==> config.mk <==
export PLATFORM = sky130hd
export DESIGN_NAME = substring_first_match
export DESIGN_NICKNAME = d
export VERILOG_FILES = /design/src/rtl/sfm_pkg.sv /design/src/rtl/sfm_needle.sv /design/src/rtl/sfm_scan.sv /design/src/rtl/substring_first_match.sv
export SDC_FILE = /design/constraint.sdc
export NUM_CORES = 1
export LEC_CHECK = 0
export BUFFER_PORTS_ARGS = -buffer_cell sky130_fd_sc_hd__buf_2
export CAP_MARGIN = 20
export CORE_MARGIN = 3
export CORE_UTILIZATION = 60
export CTS_CLUSTER_SIZE = 30
export DETAILED_ROUTE_END_ITERATION = 12
export PLACE_DENSITY_LB_ADDON = 0.05
export SLEW_MARGIN = 5
export SYNTH_ARGS = -nofsm -noshare
export SYNTH_HDL_FRONTEND = slang
export SYNTH_SLANG_ARGS = --single-unit
==> constraint.sdc <==
create_clock -name clk -period 9.9 [get_ports clk]
set_input_delay 0 -clock clk [delete_from_list [all_inputs] [get_ports clk]]
set_output_delay 0 -clock clk [all_outputs]
set_load 0.02 [all_outputs]
==> src/rtl/sfm_pkg.sv <==
// Shared constants, payload types and codes for the streamed substring search block.
package sfm_pkg;

    localparam int MAX_NEEDLE    = 16;
    localparam int POSITION_BITS = 16;
    localparam int OFFSET_W      = 16;
    localparam int BYTE_W        = 8;

    // Needle length and window fill both count from 0 up to MAX_NEEDLE.
    localparam int LEN_W = $clog2(MAX_NEEDLE + 1);

    // The haystack position is held exactly up to POS_SAT, so the start of a
    // match that ends there is still known.
    localparam longint unsigned POS_MAX = (64'd1 << POSITION_BITS) - 64'd1;
    localparam longint unsigned POS_SAT = POS_MAX + 64'(MAX_NEEDLE);
    localparam int HPOS_W = $clog2(POS_SAT + 64'd1);

    // Width used to saturate a match offset into the result field.
    localparam int SAT_W = (POSITION_BITS > OFFSET_W) ? POSITION_BITS : OFFSET_W;

    typedef enum logic {
        OP_NEEDLE = 1'b0,
        OP_HAY    = 1'b1
    } opcode_t;

    typedef logic [BYTE_W-1:0] data_t;

    typedef struct packed {
        opcode_t     opcode;
        data_t       data_byte;
        logic        last;
    } in_t;

    typedef struct packed {
        logic                found;
        logic [OFFSET_W-1:0] offset;
    } out_t;

    // Needle as seen by the scanner: the newest needle byte sits at the top
    // index, so the needle lines up with the newest bytes of the window.
    typedef struct packed {
        logic [MAX_NEEDLE-1:0][BYTE_W-1:0] bytes;
        logic [LEN_W-1:0]                  length;
    } needle_t;

endpackage

==> src/rtl/sfm_needle.sv <==
// Needle store: a right-aligned byte shift line with its length and end flag.
module sfm_needle (
    input  logic              clk,
    input  logic              rst_n,
    input  logic              load,
    input  logic              hay,
    input  sfm_pkg::data_t    data_byte,
    input  logic              last,
    output sfm_pkg::needle_t  needle
);

    logic [sfm_pkg::MAX_NEEDLE-1:0][sfm_pkg::BYTE_W-1:0] bytes_reg;
    logic [sfm_pkg::MAX_NEEDLE-1:0][sfm_pkg::BYTE_W-1:0] bytes_next;
    logic [sfm_pkg::LEN_W-1:0] length_reg;
    logic [sfm_pkg::LEN_W-1:0] length_next;
    logic [sfm_pkg::LEN_W-1:0] base_len;
    logic                      done_reg;
    logic                      done_next;
    logic                      room;

    // A byte after a finished needle starts a new one.
    assign base_len = done_reg ? '0 : length_reg;
    assign room     = base_len < sfm_pkg::LEN_W'(sfm_pkg::MAX_NEEDLE);

    always_comb
    begin
        for (int j = 0; j < sfm_pkg::MAX_NEEDLE - 1; j++)
        begin
            bytes_next[j] = bytes_reg[j + 1];
        end
        bytes_next[sfm_pkg::MAX_NEEDLE-1] = data_byte;
    end

    always_comb
    begin
        length_next = length_reg;
        done_next   = done_reg;
        if (load)
        begin
            length_next = room ? base_len + sfm_pkg::LEN_W'(1) : base_len;
            done_next   = last;
        end
        else if (hay)
        begin
            done_next = 1'b1;
        end
    end

    // Bytes beyond the needle capacity are dropped.
    always_ff @(posedge clk)
    begin
        if (load && room)
        begin
            bytes_reg <= bytes_next;
        end
    end

    always_ff @(posedge clk or negedge rst_n)
    begin
        if (!rst_n)
        begin
            length_reg <= '0;
            done_reg   <= 1'b1;
        end
        else
        begin
            length_reg <= length_next;
            done_reg   <= done_next;
        end
    end

    assign needle.bytes  = bytes_reg;
    assign needle.length = length_reg;

endmodule

==> src/rtl/sfm_scan.sv <==
// Haystack scanner: sliding window, parallel compare and first-match tracking.
module sfm_scan (
    input  logic              clk,
    input  logic              rst_n,
    input  logic              clear,
    input  logic              shift,
    input  sfm_pkg::data_t    data_byte,
    input  sfm_pkg::needle_t  needle,
    output sfm_pkg::out_t     result
);

    logic [sfm_pkg::MAX_NEEDLE-1:0][sfm_pkg::BYTE_W-1:0] win_reg;
    logic [sfm_pkg::MAX_NEEDLE-1:0][sfm_pkg::BYTE_W-1:0] win_next;
    logic [sfm_pkg::LEN_W-1:0]          fill_reg;
    logic [sfm_pkg::LEN_W-1:0]          fill_next;
    logic [sfm_pkg::HPOS_W-1:0]         pos_reg;
    logic [sfm_pkg::HPOS_W-1:0]         pos_next;
    logic                               seen_reg;
    logic                               seen_next;
    logic [sfm_pkg::POSITION_BITS-1:0]  moff_reg;
    logic [sfm_pkg::POSITION_BITS-1:0]  moff_next;
    logic [sfm_pkg::MAX_NEEDLE-1:0]     lane_ok;
    logic [sfm_pkg::HPOS_W:0]           start_wide;
    logic                               pos_live;
    logic                               start_ok;
    logic                               match_now;
    logic [sfm_pkg::POSITION_BITS-1:0]  off_full;
    logic [sfm_pkg::SAT_W-1:0]          off_ext;

    always_comb
    begin
        for (int j = 0; j < sfm_pkg::MAX_NEEDLE - 1; j++)
        begin
            win_next[j] = win_reg[j + 1];
        end
        win_next[sfm_pkg::MAX_NEEDLE-1] = data_byte;
    end

    assign fill_next = (fill_reg < sfm_pkg::LEN_W'(sfm_pkg::MAX_NEEDLE))
                     ? fill_reg + sfm_pkg::LEN_W'(1) : fill_reg;

    // Lanes below the needle's start are don't-care.
    always_comb
    begin
        for (int j = 0; j < sfm_pkg::MAX_NEEDLE; j++)
        begin
            lane_ok[j] = (win_next[j] == needle.bytes[j])
                || (({1'b0, needle.length} + (sfm_pkg::LEN_W + 1)'(j))
                    < (sfm_pkg::LEN_W + 1)'(sfm_pkg::MAX_NEEDLE));
        end
    end

    assign pos_live   = pos_reg < sfm_pkg::HPOS_W'(sfm_pkg::POS_SAT);
    assign start_wide = {1'b0, pos_reg} + (sfm_pkg::HPOS_W + 1)'(1)
                      - (sfm_pkg::HPOS_W + 1)'(needle.length);
    assign start_ok   = start_wide <= (sfm_pkg::HPOS_W + 1)'(sfm_pkg::POS_MAX);
    assign match_now  = !seen_reg && (&lane_ok) && (needle.length != '0)
                      && (fill_next >= needle.length) && pos_live && start_ok;

    always_comb
    begin
        off_full = seen_reg ? moff_reg : start_wide[sfm_pkg::POSITION_BITS-1:0];
        off_ext  = sfm_pkg::SAT_W'(off_full);
        result.found = seen_reg || match_now;
        if (!result.found)
        begin
            result.offset = '0;
        end
        else if (off_ext > sfm_pkg::SAT_W'({sfm_pkg::OFFSET_W{1'b1}}))
        begin
            result.offset = '1;
        end
        else
        begin
            result.offset = off_ext[sfm_pkg::OFFSET_W-1:0];
        end
    end

    always_comb
    begin
        pos_next  = pos_reg;
        seen_next = seen_reg;
        moff_next = moff_reg;
        if (clear)
        begin
            pos_next  = '0;
            seen_next = 1'b0;
            moff_next = '0;
        end
        else if (shift)
        begin
            pos_next  = pos_live ? pos_reg + sfm_pkg::HPOS_W'(1) : pos_reg;
            seen_next = seen_reg || match_now;
            moff_next = match_now ? start_wide[sfm_pkg::POSITION_BITS-1:0] : moff_reg;
        end
    end

    // Stale window bytes are masked by the fill count, so the window needs no reset.
    always_ff @(posedge clk)
    begin
        if (shift)
        begin
            win_reg <= win_next;
        end
    end

    always_ff @(posedge clk or negedge rst_n)
    begin
        if (!rst_n)
        begin
            fill_reg <= '0;
            pos_reg  <= '0;
            seen_reg <= 1'b0;
            moff_reg <= '0;
        end
        else
        begin
            if (clear)
            begin
                fill_reg <= '0;
            end
            else if (shift)
            begin
                fill_reg <= fill_next;
            end
            pos_reg  <= pos_next;
            seen_reg <= seen_next;
            moff_reg <= moff_next;
        end
    end

    a_seen_has_fill: assert property (@(posedge clk) disable iff (!rst_n)
        seen_reg |-> (fill_reg != '0) && (pos_reg != '0))
        else $error("match recorded with an empty window");

    a_offset_behind_position: assert property (@(posedge clk) disable iff (!rst_n)
        seen_reg |-> (sfm_pkg::HPOS_W + 1)'(moff_reg) < (sfm_pkg::HPOS_W + 1)'(pos_reg))
        else $error("match offset not behind the scan position");

endmodule

==> src/rtl/substring_first_match.sv <==
// Top level of the streamed first-occurrence substring search block.
//
// Usage: items arrive on the in channel (valid/ready). Opcode OP_NEEDLE items
// load needle bytes, up to MAX_NEEDLE; the byte marked last ends the needle,
// and a later needle byte starts a new one. Opcode OP_HAY items stream the
// haystack. The haystack item marked last produces exactly one transfer on
// the out channel: found, and the offset of the earliest complete match
// (0 when not found, saturated to the field's top). The needle is kept
// for the next haystack; a needle byte in mid-haystack drops the scan.
// Path: an accepted item is held in the input register and processed from
// there; a result is registered in the output register and offered on out.
// Throughput: one item per cycle unless a finished haystack waits on a full
// output register; the window compare lies between the two registers.
// Reset clears the needle length, scan state and both valid flags; the
// input register starts empty, so the block is ready on leaving reset.
// When the receiver stalls, the result holds in the output register; the
// input register keeps taking items until a finished haystack waits in it,
// so items that yield no result keep flowing while the pending result waits.
module substring_first_match (
    input  logic           clk,
    input  logic           rst_n,
    input  logic           in_valid,
    output logic           in_ready,
    input  sfm_pkg::in_t   in_data,
    output logic           out_valid,
    input  logic           out_ready,
    output sfm_pkg::out_t  out_data
);

    // Input register.
    logic           s1_valid_reg;
    logic           s1_valid_next;
    sfm_pkg::in_t   s1_data_reg;

    // Result register.
    logic           out_valid_reg;
    logic           out_valid_next;
    sfm_pkg::out_t  out_data_reg;

    logic             in_xfer;
    logic             proc;
    logic             is_hay;
    logic             is_result;
    sfm_pkg::needle_t needle;
    sfm_pkg::out_t    result;

    assign is_hay    = s1_data_reg.opcode == sfm_pkg::OP_HAY;
    assign is_result = is_hay && s1_data_reg.last;

    // An item that yields no result may always proceed; a result needs the
    // output register to be free or being emptied in this cycle.
    assign proc     = s1_valid_reg && (!is_result || !out_valid_reg || out_ready);
    assign in_ready = !s1_valid_reg || proc;
    assign in_xfer  = in_valid && in_ready;

    sfm_needle u_needle (
        .clk       (clk),
        .rst_n     (rst_n),
        .load      (proc && !is_hay),
        .hay       (proc && is_hay),
        .data_byte (s1_data_reg.data_byte),
        .last      (s1_data_reg.last),
        .needle    (needle)
    );

    // The scan is cleared by a needle byte and after every finished haystack.
    sfm_scan u_scan (
        .clk       (clk),
        .rst_n     (rst_n),
        .clear     (proc && (!is_hay || s1_data_reg.last)),
        .shift     (proc && is_hay),
        .data_byte (s1_data_reg.data_byte),
        .needle    (needle),
        .result    (result)
    );

    always_comb
    begin
        s1_valid_next = s1_valid_reg;
        if (in_xfer)
        begin
            s1_valid_next = 1'b1;
        end
        else if (proc)
        begin
            s1_valid_next = 1'b0;
        end
    end

    always_comb
    begin
        out_valid_next = out_valid_reg;
        if (proc && is_result)
        begin
            out_valid_next = 1'b1;
        end
        else if (out_ready)
        begin
            out_valid_next = 1'b0;
        end
    end

    always_ff @(posedge clk)
    begin
        if (in_xfer)
        begin
            s1_data_reg <= in_data;
        end
        if (proc && is_result)
        begin
            out_data_reg <= result;
        end
    end

    always_ff @(posedge clk or negedge rst_n)
    begin
        if (!rst_n)
        begin
            s1_valid_reg  <= 1'b0;
            out_valid_reg <= 1'b0;
        end
        else
        begin
            s1_valid_reg  <= s1_valid_next;
            out_valid_reg <= out_valid_next;
        end
    end

    assign out_valid = out_valid_reg;
    assign out_data  = out_data_reg;

    a_notfound_zero: assert property (@(posedge clk) disable iff (!rst_n)
        out_valid_reg && !out_data_reg.found |-> out_data_reg.offset == '0)
        else $error("offset not zero on a result without a match");

    a_stall_cause: assert property (@(posedge clk) disable iff (!rst_n)
        !in_ready |-> s1_valid_reg && is_result && out_valid_reg && !out_ready)
        else $error("input stalled without a blocked result");

    a_no_spurious_result: assert property (@(posedge clk) disable iff (!rst_n)
        !(proc && is_result) |=> out_valid_reg == ($past(out_valid_reg) && !$past(out_ready)))
        else $error("result appeared without a finished haystack");

endmodule

# Word-level counts from Yosys, hierarchy flattened
# Cells that the tools add are included.
[totals] ff_bits=322 inputBits=14 out_inout_bits=19 elab_cells=172
[classes] add_sub_neg=20 n_lt_le_gt_ge=22 n_eq_ne=16 n_mux=21 n_reduce_logical=49
[op_table] cell="8-bit equality test" n=16
[op_table] cell="6-bit by 5-bit less-than comparator with 1-bit output, second input constant" n=15
[op_table] cell="16-bit 2-to-1 mux" n=5
[op_table] cell="17-bit 2-to-1 mux" n=3
[op_table] cell="5-bit by 4-bit adder with 6-bit output, second input constant" n=8
[op_table] cell="5-bit 2-to-1 mux" n=5
[op_table] cell="5-bit by 3-bit adder with 6-bit output, second input constant" n=4
[op_table] cell="1-bit logical OR" n=21
[op_table] cell="17-bit by 1-bit adder with 18-bit output, second input constant" n=1
[op_table] cell="18-bit by 16-bit <= comparator with 1-bit output, second input constant" n=1
[op_table] cell="18-bit by 5-bit subtractor with 18-bit output" n=1
[op_table] cell="17-bit by 1-bit adder with 17-bit output, second input constant" n=1
[op_table] cell="17-bit less-than comparator, second input constant" n=1
[op_table] cell="16-bit > comparator, second input constant" n=1
[op_table] cell="16-bit AND reduction" n=1
[op_table] cell="5-bit less-than comparator, second input constant" n=3
[op_table] cell="1-bit logical AND" n=13
[op_table] cell="5-bit by 2-bit adder with 6-bit output, second input constant" n=2
[op_table] cell="2-bit nonzero test" n=6
[op_table] cell="5-bit by 1-bit adder with 5-bit output, second input constant" n=2
[op_table] cell="1-bit 2-to-1 mux" n=8
[op_table] cell="5-bit by 1-bit adder with 6-bit output, second input constant" n=1
[op_table] cell="5-bit >= comparator" n=1
[op_table] cell="1-bit zero test" n=5
[op_table] cell="2 further kinds" n=3

# Longest topological paths before layout
[depth] ltp_word=12 depth_mapped=15

# By module
# A second synthesis with hierarchy kept.
[unflattened] cells_unflattened=909 hier_area_um2=13668.1
[modules_own_cells] module="sfm_scan" instances=1 cells_per_inst=707 area_per_inst_um2=8553.2 seq_area_each_um2=4579.4
[modules_own_cells] module="sfm_needle" instances=1 cells_per_inst=159 area_per_inst_um2=4165.2 seq_area_each_um2=3995.1
[modules_own_cells] module="substring_first_match" instances=1 cells_per_inst=43 area_per_inst_um2=949.7 seq_area_each_um2=860.8

# Worst setup path after synthesis
# No wires, ideal clock.
[synth_path] path_type="register to register" from="reg out_valid_reg (netlist: out_valid)" to="reg u_scan.win_reg (netlist bit u_scan.win_next[0]) (enable)" setup_time_ps=601 arrival_time_ps=6041 required_time_ps=9299 setup_slack_ps=3258 path_stages_with_launch=6 n_path_buf=1 path_cell_list="dfrtp_1 -> nand2b_1 -> or2_2 -> nand2_1 -> clkbuf_1 -> nor2_1"
[synth_between] elab_chain_len=5
[synth_lines] element="start, declared" line="substring_first_match.sv:36" text="logic out_valid_reg;"
[synth_lines] element="start signal, assigned" line="substring_first_match.sv:125" text="out_valid_reg <= out_valid_next;"
[synth_lines] element="1-bit zero test" line="substring_first_match.sv:52" text="assign proc = s1_valid_reg && (!is_result || !out_valid_reg || out_ready);"
[synth_lines] element="1-bit logical OR (2 in a row)" line="substring_first_match.sv:52"
[synth_lines] element="1-bit logical AND" line="substring_first_match.sv:52"
[synth_lines] element="1-bit logical AND"
[synth_lines] element="via u_needle.hay" line="sfm_needle.sv:6" text="input logic hay,"
[synth_lines] element="end signal, assigned" line="sfm_scan.sv:103" text="win_reg <= win_next;"
[synth_lines] element="end, declared" line="sfm_scan.sv:12" text="logic [sfm_pkg::MAX_NEEDLE-1:0][sfm_pkg::BYTE_W-1:0] win_reg;"
# The timed path passes the listed nets, and every way through them passes these cells.
# A chain may end at the register's enable or synchronous reset.

# Final worst setup path
[layout_path] from="reg u_needle.length_reg[2] in the netlist's numbering" to="reg u_scan.moff_reg[0] in the netlist's numbering"
[layout_between] elab_chain_len=11 word_cells_on_any_way=59 classes_between="add/sub: 16; order compare: 18; reduce/logical: 25"
[layout_lines] element="start, declared" line="sfm_needle.sv:14" text="logic [sfm_pkg::LEN_W-1:0] length_reg;"
[layout_lines] element="start signal, assigned" line="sfm_needle.sv:67" text="length_reg <= length_next;"
[layout_lines] element="5-bit by 1-bit adder with 6-bit output (tied with other cells)" line="sfm_scan.sv:48" text="|| (({1'b0, needle.length} + (sfm_pkg::LEN_W + 1)'(j))"
[layout_lines] element="6-bit by 5-bit less-than comparator with 1-bit output" line="sfm_scan.sv:49" text="< (sfm_pkg::LEN_W + 1)'(sfm_pkg::MAX_NEEDLE));"
[layout_lines] element="1-bit logical OR" line="sfm_scan.sv:48"
[layout_lines] element="16-bit AND reduction" line="sfm_scan.sv:57" text="assign match_now = !seen_reg && (&lane_ok) && (needle.length != '0)"
[layout_lines] element="1-bit logical AND (2 in a row)" line="sfm_scan.sv:57"
[layout_lines] element="1-bit logical AND (2 in a row)" line="sfm_scan.sv:58" text="&& (fill_next >= needle.length) && pos_live && start_ok;"
[layout_lines] element="1-bit logical AND (*)" line="sfm_scan.sv:58"
[layout_lines] element="2-bit nonzero test (no line) (*)"
[layout_lines] element="2-bit AND reduction (no line) (*)"
[layout_lines] element="end signal, assigned" line="sfm_scan.sv:128" text="moff_reg <= moff_next;"
[layout_lines] element="end, declared" line="sfm_scan.sv:20" text="logic [sfm_pkg::POSITION_BITS-1:0] moff_reg;"
# Every way passes the cells marked *; elsewhere a longest branch is shown, timed or not.

==> flow_metrics.tcl <==
set metrics [dict create \
    largest_reg_flops 128 \
    antenna_found_initial 0 \
    startpoint_type "flop" \
    coreArea_sq_um 21400 \
    drt_iter0_drc 539 \
    cp_data_arrival_time_ns 4.69 \
    cts.htree.levels 1 \
    cts_root_buffer "clkbuf_16" \
    r2r-start "u_needle.length_reg[2]$_DFFE_PN0P_" \
    clock_skew_ns 0.0123 \
    post_drt_wl_per_cell_um 19.1 \
    yosysMostFrequentCell "edfxtp_1" \
    netlist_instances 878 \
    grt.total_usage_pct 20.1 \
    grt_start_max_net_pins 69 \
    worstSetupPathType "flop to flop" \
    cap_viol_max_count 0 \
    cts_tree "done" \
    min_to "s1_data_reg[6]$_DFFE_PP_" \
    syn2layout_area_growth_pct 12.6 \
    gr-total-overflow 0 \
    synth.avg_cell_area_sq_um 15.2 \
    grt_pass1_wl_mm 38.1 \
    die-area_sq_um 24100 \
    die-width_um 155 \
    finalPower_mw 2.96 \
    vias 7179 \
    power_density_nw_per_um2 197 \
    clkLatencyLatePin_ns 0.56 \
    pin_count 33 \
    gp_congestion 0.848 \
    hold_depth 2 \
    hold_buffers 14 \
    intPower_mw 2.30 \
    cts_buffer_depth 3 \
    synthArstFlopShare_pct 14.6 \
    syn_nets 941 \
    n_antenna_cell 0 \
    drcViolationCount 0 \
    yosys-top-cells-count "edfxtp_1 (275), xnor2_1 (112), ha_1 (48), xor2_1 (48), nand2_1 (47)" \
    ys_seq_area_share_pct 70.7 \
    outcome "complete, no violations" \
    netlist.area_leader.share_pct 61.8 \
    place_inst 1175 \
    finalSetupViolations 0 \
    seqPwrFrac_pct 53.2 \
    post-route-period-util_pct 43.0 \
    drive_gt1_share_pct 9.66 \
    worstPathMaxFanout 30 \
    synth_cell_types 58 \
    r2r-end "u_scan.moff_reg[0]$_DFFE_PN0P_" \
    fin_nets 1012 \
    first_global_vias 7408 \
    cts_buffers 31 \
    finalWirelength_mm 23.9 \
    maxSlewViolCount 0 \
    yosysTopAreaCell "edfxtp_1" \
    comb_power_share_pct 7.8 \
    initial_core_util_pct 62.3 \
    ant_nets 0 \
    reg2reg_slack_ns 5.65 \
    die_h_um 155 \
    cts_setup_buffers 0 \
    slew_headroom_pct 35.6 \
    clockPowerShare_pct 38.9 \
    clkSinkCount 322 \
    setup_tns_ns 0 \
    grt_setup_unrepaired "no" \
    hpwlAfterDp_mm 16.4 \
    finalHoldViolCount 0 \
    period_minus_slack_ns 4.25 \
    portBuffers 32 \
    switching_power_uw 662 \
    power.leakage_nw 5.48 \
    yosys_warnings 0 \
    p_sw_share_pct 22.4 \
    synth_seq_cells 322 \
    cp.required_ns 10.34 \
    synth_area_sq_um 13400 \
    min-delay-path-class "input pin to flop" \
    tightest_slew_ns 0.963 \
    fmax_mhz 235 \
    rows 53 \
    first_pass_iters 5 \
    cts-resized-gates 0 \
    clk_pin_slew_ns 0.06 \
    synth_ff_type "edfxtp_1" \
    min_from "in_data[6]" \
    worst_ir_drop_vdd_v 0.000180 \
    rr_worst_depth 12 \
    synth_edf_count 275 \
    cp-end-kind "flop" \
    viasPerCell 5.75 \
    synth_area_leaders "edfxtp_1 (62%), dfrtp_1 (8.6%), xnor2_1 (7.3%)" \
    stdcell_count 1248 \
]
==> stage by stage <==
step	hold slack (ns)	utilization, %	setup WS (ns)	instance area, sq um
6_report	0.151	70.2	5.65	15000
4_1_cts	0.122	70.1	5.69	15000
3_3_place_gp	0.179	64.6	5.84	13800
3_5_place_dp	0.179	64.6	5.73	13800
2_1_floorplan	-0.296	-	3.26	13400
5_1_grt	0.134	70.2	5.27	15000
==> critical path, cell delays in order (launching register included) <==
cell,delay [ns]
dfrtp_1,0.53
inv_1,0.20
ha_1,0.38
ha_1,0.32
a211oi_1,0.24
o21ai_1,0.15
a31oi_2,0.26
o21ai_1,0.15
a311oi_1,0.32
xnor2_1,0.13
or4b_4,0.71
a21o_1,0.41
a22o_1,0.32
==> worst max path at each step <==
stage                                        from                             end
2_1_floorplan               out_valid$_DFFE_PN0P_    u_scan.win_next[0]$_DFFE_PP_
3_3_place_gp   u_needle.length_reg[2]$_DFFE_PN0P_  u_scan.moff_reg[0]$_DFFE_PN0P_
3_5_place_dp   u_needle.length_reg[2]$_DFFE_PN0P_  u_scan.moff_reg[0]$_DFFE_PN0P_
4_1_cts        u_needle.length_reg[2]$_DFFE_PN0P_  u_scan.moff_reg[0]$_DFFE_PN0P_
5_1_grt        u_needle.length_reg[2]$_DFFE_PN0P_  u_scan.moff_reg[0]$_DFFE_PN0P_
6_report       u_needle.length_reg[2]$_DFFE_PN0P_  u_scan.moff_reg[0]$_DFFE_PN0P_
==> power by group through the flow <==
stage / Clock [mW] / Sequential (mW) / Combinational (mW)
6_report: 1.15 / 1.57 / 0.231
5_1_grt: 1.23 / 1.58 / 0.256
4_1_cts: 1.17 / 1.57 / 0.230
3_5_place_dp: 0 / 1.60 / 0.225
3_3_place_gp: 0 / 1.60 / 0.221
2_1_floorplan: 0 / 1.60 / 0.155
==> cell type report <==
| cell class | instances | area [sq um] |
|---|---|---|
| sequential | 322 | 9440 |
| fill | 1389 | 6380 |
| multi-input combinational | 512 | 3760 |
| clock buffer | 38 | 863 |
| timing repair buffer | 54 | 375 |
| tap | 275 | 344 |
| clock inverter | 19 | 156 |
| inverter | 28 | 105 |
==> logic make-up after synthesis <==
family | count (synthesis) | share of synthesized area, %
xor gates and xnor gates | 160 | 10.5
AOI/OAI and AO/OA | 118 | 5.72
buffers and inverters | 44 | 1.32
and+or+nand+nor | 182 | 6.92
DFF | 322 | 70.7
adders and majority gates | 49 | 4.65
muxes | 3 | 0.234
==> layer usage <==
layer / vias to the layer above / GRT usage (%) / routed length (um)
met5: - / 0 / 0
met1: 3542 / 27.0 / 10100
met3: 49 / 3.45 / 1280
met4: 0 / 6.46 / 692
li1: 3386 / - / -
met2: 202 / 33.8 / 11900
==> layout by cell type, fill, tap and decap left out, drive strengths merged, types with 4 or more instances in the layout <==
master	netlist	routed
a21o	15	15
a21oi	24	24
a31oi	4	4
buf	3	39
clkbuf	13	38
clkinv	0	14
dfrtp	46	46
dlygate4sd3	0	15
edfxtp	275	275
ha	48	48
inv	28	31
nand2	47	47
nand2b	7	7
nand3	9	9
nand4	25	25
nor2	45	45
nor4	24	24
o211ai	6	6
o21ai	38	38
o21bai	4	4
xnor2	112	112
xor2	48	48
No activity file was read; power rests on OpenSTA's default activity.
